--- src/hdl/lwbc_pkg.sv ---
// Package for the LRU write-back block cache tag and policy engine.
// Holds operation and result codes and default sizes; no dependencies.
`timescale 1ns / 1ps
package lwbc_pkg;
    localparam int SLOTS_DEF = 16;
    localparam int FILE_ID_BITS_DEF = 10;
    localparam int CAP_BITS = 5;

    localparam logic [1:0] OP_READ  = 2'd0;
    localparam logic [1:0] OP_WRITE = 2'd1;
    localparam logic [1:0] OP_FLUSH = 2'd2;
    localparam logic [1:0] OP_CLOSE = 2'd3;

    localparam logic [1:0] KIND_HIT  = 2'd0;
    localparam logic [1:0] KIND_FILL = 2'd1;
    localparam logic [1:0] KIND_WB   = 2'd2;
    localparam logic [1:0] KIND_DONE = 2'd3;
endpackage

--- src/hdl/lru_write_back_block_cache_core.sv ---
// Top level of the LRU write-back block cache tag and policy engine; depends on lwbc_pkg.
// Slots are scanned one per cycle, paused while a writeback result waits in S_OUT; a miss goes
// through S_VICT, S_EVICT and S_FILL after its scan. A flush scans every rank of every slot,
// and a close then scans the slots again to drop the file's entries.
// One item at a time: the next input transfer is taken only after the last result transfer.
// Synchronous active-low reset clears valid and dirty bits, capacity to 16.
`timescale 1ns / 1ps
module lru_write_back_block_cache_core
    import lwbc_pkg::*;
#(
    parameter int SLOTS = SLOTS_DEF,
    parameter int FILE_ID_BITS = FILE_ID_BITS_DEF
) (
    input  logic                    i_clk,
    input  logic                    i_rst_n,
    input  logic                    i_cfg_we,
    input  logic [CAP_BITS-1:0]     i_cfg_data,
    input  logic                    i_valid,
    output logic                    o_ready,
    input  logic [1:0]              i_operation,
    input  logic [FILE_ID_BITS-1:0] i_file_id,
    input  logic [31:0]             i_block_number,
    output logic                    o_valid,
    input  logic                    i_ready,
    output logic [1:0]              o_kind,
    output logic [3:0]              o_slot,
    output logic [FILE_ID_BITS-1:0] o_out_file_id,
    output logic [31:0]             o_out_block_number,
    output logic                    o_last
);
    localparam int SB = $clog2(SLOTS);
    localparam int CB = $clog2(SLOTS + 1);

    typedef enum logic [7:0] {
        S_IDLE  = 8'b00000001,
        S_MATCH = 8'b00000010,
        S_VICT  = 8'b00000100,
        S_EVICT = 8'b00001000,
        S_FILL  = 8'b00010000,
        S_FLUSH = 8'b00100000,
        S_CLOSE = 8'b01000000,
        S_OUT   = 8'b10000000
    } t_state;

    t_state r_state, n_state;
    t_state r_after;

    logic [SLOTS-1:0]        r_vld, r_dirty;
    logic [FILE_ID_BITS-1:0] r_efile [SLOTS];
    logic [31:0]             r_eblock [SLOTS];
    logic [SB-1:0]           r_rank [SLOTS];

    logic [CAP_BITS-1:0]     r_cap;
    logic [1:0]              r_op;
    logic [FILE_ID_BITS-1:0] r_file;
    logic [31:0]             r_block;
    logic [SB-1:0]           r_idx;
    logic [SB:0]             r_rk;
    logic                    r_vic_ok;
    logic [SB-1:0]           r_vic;
    logic [SB-1:0]           r_vrank;
    logic                    r_free_ok;
    logic [SB-1:0]           r_free;
    logic [CB-1:0]           r_cnt;

    logic                    r_ov;
    logic [1:0]              r_ok;
    logic [SB-1:0]           r_os;
    logic [FILE_ID_BITS-1:0] r_of;
    logic [31:0]             r_ob;
    logic                    r_ol;

    // Effective capacity, clamped into 1..SLOTS.
    logic [CB:0] w_cap;
    always_comb begin
        if (r_cap == '0) begin
            w_cap = (CB+1)'(1);
        end else if ({{(CB+1){1'b0}}, r_cap} > (CB+1+CAP_BITS)'(SLOTS)) begin
            w_cap = (CB+1)'(SLOTS);
        end else begin
            w_cap = (CB+1)'(r_cap);
        end
    end

    logic w_last_idx;
    assign w_last_idx = (r_idx == SB'(SLOTS - 1));

    // Shared slot compare on the scan index.
    logic w_fmatch, w_match;
    assign w_fmatch = r_vld[r_idx] && (r_efile[r_idx] == r_file);
    assign w_match  = w_fmatch && (r_eblock[r_idx] == r_block);

    // Flush scan: a dirty entry of the file at the current rank, and the last scan step.
    logic w_flush_wb, w_scan_end;
    assign w_flush_wb = w_fmatch && r_dirty[r_idx] && ({1'b0, r_rank[r_idx]} == r_rk);
    assign w_scan_end = w_last_idx && (r_rk == (SB+1)'(SLOTS - 1));

    assign o_ready = (r_state == S_IDLE);
    assign o_valid = r_ov;
    assign o_kind = r_ok;
    assign o_slot = 4'(r_os);
    assign o_out_file_id = r_of;
    assign o_out_block_number = r_ob;
    assign o_last = r_ol;

    always_comb begin
        n_state = r_state;
        unique case (r_state)
            S_IDLE:  n_state = i_valid ? ((i_operation == OP_READ || i_operation == OP_WRITE)
                                          ? S_MATCH : S_FLUSH) : S_IDLE;
            S_MATCH: n_state = (w_match) ? S_OUT : (w_last_idx ? S_VICT : S_MATCH);
            S_VICT:  n_state = S_EVICT;
            S_EVICT: n_state = S_FILL;
            S_FILL:  n_state = S_OUT;
            S_FLUSH: n_state = S_FLUSH;
            S_CLOSE: n_state = S_CLOSE;
            S_OUT:   n_state = S_OUT;
            default: n_state = S_IDLE;
        endcase
    end

    // Sequencer and state update.
    always_ff @(posedge i_clk) begin
        if (!i_rst_n) begin
            r_state <= S_IDLE;
            r_after <= S_IDLE;
            r_vld <= '0;
            r_dirty <= '0;
            r_cap <= CAP_BITS'(16);
            r_ov <= 1'b0;
        end else begin
            if (i_cfg_we) begin
                r_cap <= i_cfg_data;
            end
            if (r_ov && i_ready) begin
                r_ov <= 1'b0;
            end
            unique case (r_state)
                S_IDLE: begin
                    if (i_valid) begin
                        r_op <= i_operation;
                        r_file <= i_file_id;
                        r_block <= i_block_number;
                        r_idx <= '0;
                        r_rk <= '0;
                        r_cnt <= '0;
                        r_vic_ok <= 1'b0;
                        r_free_ok <= 1'b0;
                        r_state <= n_state;
                    end
                end
                S_MATCH: begin
                    // One slot per cycle: match, count, victim, first free slot.
                    if (r_vld[r_idx]) begin
                        r_cnt <= r_cnt + CB'(1);
                        if (!r_vic_ok || r_rank[r_idx] > r_vrank) begin
                            r_vic_ok <= 1'b1;
                            r_vic <= r_idx;
                            r_vrank <= r_rank[r_idx];
                        end
                    end else if (!r_free_ok) begin
                        r_free_ok <= 1'b1;
                        r_free <= r_idx;
                    end
                    if (w_match) begin
                        // Hit: make most recent.
                        for (int i = 0; i < SLOTS; i++) begin
                            if (r_vld[i] && SB'(i) != r_idx && r_rank[i] < r_rank[r_idx]) begin
                                r_rank[i] <= r_rank[i] + SB'(1);
                            end
                        end
                        r_rank[r_idx] <= '0;
                        if (r_op == OP_WRITE) begin
                            r_dirty[r_idx] <= 1'b1;
                        end
                        r_ov <= 1'b1;
                        r_ok <= KIND_HIT;
                        r_os <= r_idx;
                        r_of <= r_file;
                        r_ob <= r_block;
                        r_ol <= 1'b1;
                        r_after <= S_IDLE;
                    end else begin
                        r_idx <= r_idx + SB'(1);
                    end
                    r_state <= n_state;
                end
                S_VICT: begin
                    // Evict least recent entry when full.
                    if ({1'b0, r_cnt} >= w_cap && r_vic_ok) begin
                        r_vld[r_vic] <= 1'b0;
                        r_dirty[r_vic] <= 1'b0;
                        for (int i = 0; i < SLOTS; i++) begin
                            if (r_vld[i] && r_rank[i] > r_vrank) begin
                                r_rank[i] <= r_rank[i] - SB'(1);
                            end
                        end
                        if (!r_free_ok || r_vic < r_free) begin
                            r_free_ok <= 1'b1;
                            r_free <= r_vic;
                        end
                        if (r_dirty[r_vic]) begin
                            r_ov <= 1'b1;
                            r_ok <= KIND_WB;
                            r_os <= r_vic;
                            r_of <= r_efile[r_vic];
                            r_ob <= r_eblock[r_vic];
                            r_ol <= 1'b0;
                            r_after <= S_EVICT;
                            r_state <= S_OUT;
                        end else begin
                            r_state <= S_EVICT;
                        end
                    end else begin
                        r_state <= S_EVICT;
                    end
                end
                S_EVICT: begin
                    // Insert into free slot as most recent.
                    for (int i = 0; i < SLOTS; i++) begin
                        if (r_vld[i]) begin
                            r_rank[i] <= r_rank[i] + SB'(1);
                        end
                    end
                    r_vld[r_free] <= 1'b1;
                    r_dirty[r_free] <= (r_op == OP_WRITE);
                    r_efile[r_free] <= r_file;
                    r_eblock[r_free] <= r_block;
                    r_rank[r_free] <= '0;
                    r_state <= S_FILL;
                end
                S_FILL: begin
                    // Fill result for an access, done result for a flush or close.
                    r_ov <= 1'b1;
                    r_of <= r_file;
                    r_ol <= 1'b1;
                    r_after <= S_IDLE;
                    r_state <= S_OUT;
                    if (r_op == OP_FLUSH || r_op == OP_CLOSE) begin
                        r_ok <= KIND_DONE;
                        r_os <= '0;
                        r_ob <= '0;
                    end else begin
                        r_ok <= KIND_FILL;
                        r_os <= r_free;
                        r_ob <= r_block;
                    end
                end
                S_FLUSH: begin
                    // Scan by rank, then by slot; write back dirty entries of the file.
                    if (w_flush_wb) begin
                        r_dirty[r_idx] <= 1'b0;
                        r_ov <= 1'b1;
                        r_ok <= KIND_WB;
                        r_os <= r_idx;
                        r_of <= r_file;
                        r_ob <= r_eblock[r_idx];
                        r_ol <= 1'b0;
                        r_after <= w_scan_end ? ((r_op == OP_CLOSE) ? S_CLOSE : S_FILL)
                                              : S_FLUSH;
                        r_state <= S_OUT;
                    end else if (w_scan_end) begin
                        r_state <= (r_op == OP_CLOSE) ? S_CLOSE : S_FILL;
                    end
                    if (w_last_idx) begin
                        r_idx <= '0;
                        r_rk <= r_rk + (SB+1)'(1);
                    end else begin
                        r_idx <= r_idx + SB'(1);
                    end
                end
                S_CLOSE: begin
                    // Drop the file's entries one slot per cycle.
                    if (w_fmatch) begin
                        r_vld[r_idx] <= 1'b0;
                        r_dirty[r_idx] <= 1'b0;
                        for (int i = 0; i < SLOTS; i++) begin
                            if (r_vld[i] && r_rank[i] > r_rank[r_idx]) begin
                                r_rank[i] <= r_rank[i] - SB'(1);
                            end
                        end
                    end
                    if (w_last_idx) begin
                        r_op <= OP_FLUSH;
                        r_state <= S_FILL;
                    end
                    r_idx <= r_idx + SB'(1);
                end
                S_OUT: begin
                    if (!r_ov || i_ready) begin
                        r_state <= r_after;
                    end
                end
                default: r_state <= S_IDLE;
            endcase
        end
    end
endmodule

--- config.mk ---
export PLATFORM = sky130hd
export DESIGN_NAME = lru_write_back_block_cache_core
export DESIGN_NICKNAME = d
export VERILOG_FILES = /design/src/hdl/lwbc_pkg.sv /design/src/hdl/lru_write_back_block_cache_core.sv
export SDC_FILE = /design/constraint.sdc
export NUM_CORES = 2
export LEC_CHECK = 0
export BUFFER_PORTS_ARGS = -buffer_cell sky130_fd_sc_hd__clkbuf_2
export CAP_MARGIN = 20
export CORE_MARGIN = 3
export CORE_UTILIZATION = 55
export CTS_BUF_LIST = sky130_fd_sc_hd__clkbuf_8
export DETAILED_ROUTE_END_ITERATION = 6
export PLACE_DENSITY = 0.8
export SYNTH_ARGS = -nofsm -noshare
export SYNTH_HDL_FRONTEND = slang
export SYNTH_SLANG_ARGS = --single-unit
--- constraint.sdc ---
create_clock -name i_clk -period 17.9 [get_ports i_clk]
set_clock_uncertainty 0.1 [all_clocks]
set_input_delay 1.79 -clock i_clk [delete_from_list [all_inputs] [get_ports i_clk]]
set_output_delay 1.79 -clock i_clk [all_outputs]
set_load 0.03 [all_outputs]
==> summary.md <==
| Metric | Value |
|---|---|
| Filler cells | `6526` |
| PnR worst setup slack | `roughly 11 ns` |
| Cells along the critical path | `buf_4 -> buf_4 -> mux4_2 -> mux2i_1 -> mux2i_1 -> xnor2_1 -> nand4_1 -> or4_4 -> nor4_4 -> nand3_4 -> a21bo_4 -> nor4_2 -> buf_4` |
| Average size of a mapped cell | `between 10 and 15 um^2` |
| Starting Density | `a little under three fifths` |
| Routed vias | `35000` |
| Clock latency on the worst-skew pair | `0.84 ns` |
| Setup Fix Bufs, Post-CTS | `0` |
| Drt pass-1 iters | `7` |
| Via density | `between 7 and 8` |
| CTS tree | `built` |
| # hold bufs at CTS | `0` |
| Core Util, Final | `60.8%` |
| Row count | `109` |
| Final ANT Viol Nets | `0` |
| I/O Buffers | `about 100` |
| Routed wire per std cell | `between 20 and 30 um` |
| Crit-path most repeated cell | `buf_4` |
| Worst EP arrival | `roughly 7.5 ns` |
| DP HPWL | `around 89000 um` |
| Nets | `approximately 3900` |
| DRT iter0 DRCs | `5021` |
| Crit. End Element | `register` |
| Fmax achieved | `140 MHz` |
| Biggest area consumer among synthesized cells | `edfxtp_1` |
| Critical path class | `register to register` |
| DP Worst Slack | `around 11 ns` |
| Multi-input logic area | `around 22000 um^2` |
| Top-count cell post-synth | `edfxtp_1` |
| Failing checks | `DRC` |
| Highest-delay cell along the critical path | `dfxtp_4` |
| CTS resizes | `0` |
| Post-synth EDFFs | `roughly 800` |
| Top delay family on crit path | `buffers and inverters` |
| Initial antenna violation count | `3` |
| PwrDens | `a little under 100 nW/um^2` |
| Share of layout cells above drive strength 1 | `a little under a quarter` |
| Routed Wire Length | `147000 um` |
| Largest net degree at the start of global routing | `between 100 and 150` |
| Synth Instances | `around 3500` |
| Status | `finished, violations left` |
| Worst Path Required | `approximately 18 ns` |
| Area grow syn2layout | `9.12%` |
| WP buf/inv | `3` |
| Vias in the first global route | `approximately 34000` |
| Area taken by flip-flops and latches | `26300 um^2` |
| Hold Vio Cnt, Final | `0` |
| Synth Flop Type | `edfxtp_1` |
| Netlist Area Pre-Place | `a little under 50000 um^2` |
| Commonest cells post-synth | `edfxtp_1, mux4_2, nand2_1, nor2_1, ha_1` |
| Min-Delay Path Class | `register to register` |
| Max_cap viols | `0` |
| Sequential area share after synthesis | `roughly 53%` |
| H-tree Lvls | `4` |
| Synth top area cells | `edfxtp_1, mux4_2, dfxtp_1` |
| Max Root-Sink Buffers | `3` |
| Die height | `between 300 and 400 um` |
| Clk root buf | `clkbuf_8` |
| Post-route setup TNS | `0 ns` |
| Crit-path max FO | `64` |
| Clock sink count | `about 920` |
| Final setup fails | `0` |
| Die area | `93400 um^2` |
| RSZ-0062 raised after global routing | `no` |
| Reg clk slew, reported paths | `~0.06 ns` |
| Syn nets | `between 3000 and 4000` |
| # IOs | `between 100 and 150` |
| Grt ovf | `0` |
| Slew Limit Fails | `0` |
| CORE AREA | `about 89000 um^2` |
| Residual DRC | `11` |
| Yosys Warn Count | `0` |
| Share of Yosys cell area claimed by the top area cell type | `just under 50%` |
| Peak supply drop | `approximately 0.089 mV` |
| Worst slew pin tran | `between 1 and 1.5 ns` |
| Die Wd | `approximately 300 um` |
| Final min period | `between 7 and 8 ns` |
| All-Layer GR Usage | `31.2%` |
| Startpoint Class | `register` |
| Async S/R FF share, synth | `0%` |
| Cts bufs inserted | `149` |
| First-pass GRT wire length | `218000 um` |
| Max-slew headroom | `a little under a quarter` |
| #FFs+latches synth | `roughly 900` |
| Post-synth cell types | `94` |
| Worst path max stage delay | `1.00 ns` |
| Crit share post-route | `39.9%` |
| Gp weighted congestion | `0.978` |
| LEAKAGE | `0.0186 uW` |
stage by stage:
| step | hold WS, ns | std cells | total power [uW] | cell area, um^2 |
|---|---|---|---|---|
| finish | 0.357 | 4932 | 5290 | 53900 |
| global route | 0.379 | 4931 | 5480 | 53900 |
| CTS | 0.362 | 4929 | 5290 | 53900 |
| detailed placement | 0.353 | 4662 | 3560 | 51100 |
| global placement | 0.339 | 4662 | 3530 | 51100 |
| floorplan | 0.324 | 3540 | 3240 | 49400 |
final cells by class:
class	count	share of cell area, %
antenna	2	0.00929
clock buffer	152	3.88
clock inverter	115	1.30
inverter	78	0.543
multi-input combinational	2323	40.7
sequential	916	48.8
tap	1165	2.70
timing repair buffer	181	2.06
layer usage:
metal	routed length (um)	part of all wire (%)	vias to the layer above	global-route usage (%)
met5	14	0.0095	-	0
met4	9620	6.6	2	18.1
met3	19100	13	641	7.58
met2	67500	46	2812	48.3
met1	50600	34	17000	40.6
li1	-	-	14500	-
worst reg2reg max path, stage by stage (launching register included):
cell and delay, ns:
dfxtp_4 1.00, buf_4 0.78, buf_4 0.61, mux4_2 0.41, mux2i_1 0.16, mux2i_1 0.14
xnor2_1 0.59, nand4_1 0.17, or4_4 0.46, nor4_4 0.49, nand3_4 0.45, a21bo_4 0.37
nor4_2 0.27, buf_4 0.70
worst paths after layout:
kind | slack (ns) | endpoint | start | cells past startpoint
setup / recovery | 10.76 | o_out_file_id[3] | register | 13
hold / removal | 0.36 | r_after[3] | r_after[3] | 2
setup reg to reg | 10.76 | o_out_file_id[3] | register | 13
hold reg to reg | 0.36 | r_after[3] | r_after[3] | 2
cell usage in the layout (no fill, tap or decap), drive strengths merged, types with 77 or more instances in the layout:
| cell | n |
|---|---|
| mux4 | 362 |
| a21oi | 131 |
| o21ai | 96 |
| dfxtp | 123 |
| ha | 179 |
| nand3 | 103 |
| clkbuf | 256 |
| buf | 77 |
| nor3 | 82 |
| inv | 124 |
| edfxtp | 793 |
| mux2i | 130 |
| nand2 | 245 |
| nor2 | 185 |
kinds of logic after synthesis:
family	share of synthesized area (%)
XOR/XNOR	1.26
AO/OA/AOI/OAI	8.29
multiplexers	20.3
flip-flops	53.2
adder cells (fa/ha/maj)	4.53
buffers and inverters	2.70
AND/OR/NAND/NOR	9.70
state kept, by name (all words and copies together), names as in the netlist, 4 cells and up, named ones only:
register            cells
r_eblock              512
r_efile               160
r_rank                 64
o_out_block_number     32
r_block                32
r_dirty                16
r_vld                  16
o_out_file_id          10
r_file                 10
r_state                 8
r_after                 5
r_cap                   5
r_cnt                   5
r_rk                    5
o_slot                  4
r_free                  4
r_idx                   4
r_vic                   4
r_vrank                 4
power breakdown:
group	internal (uW)	switching (uW)
Clock	884	859
Sequential	2370	93.9
Combinational	428	657
Total	3680	1610
No activity file was read; power rests on OpenSTA's default activity.
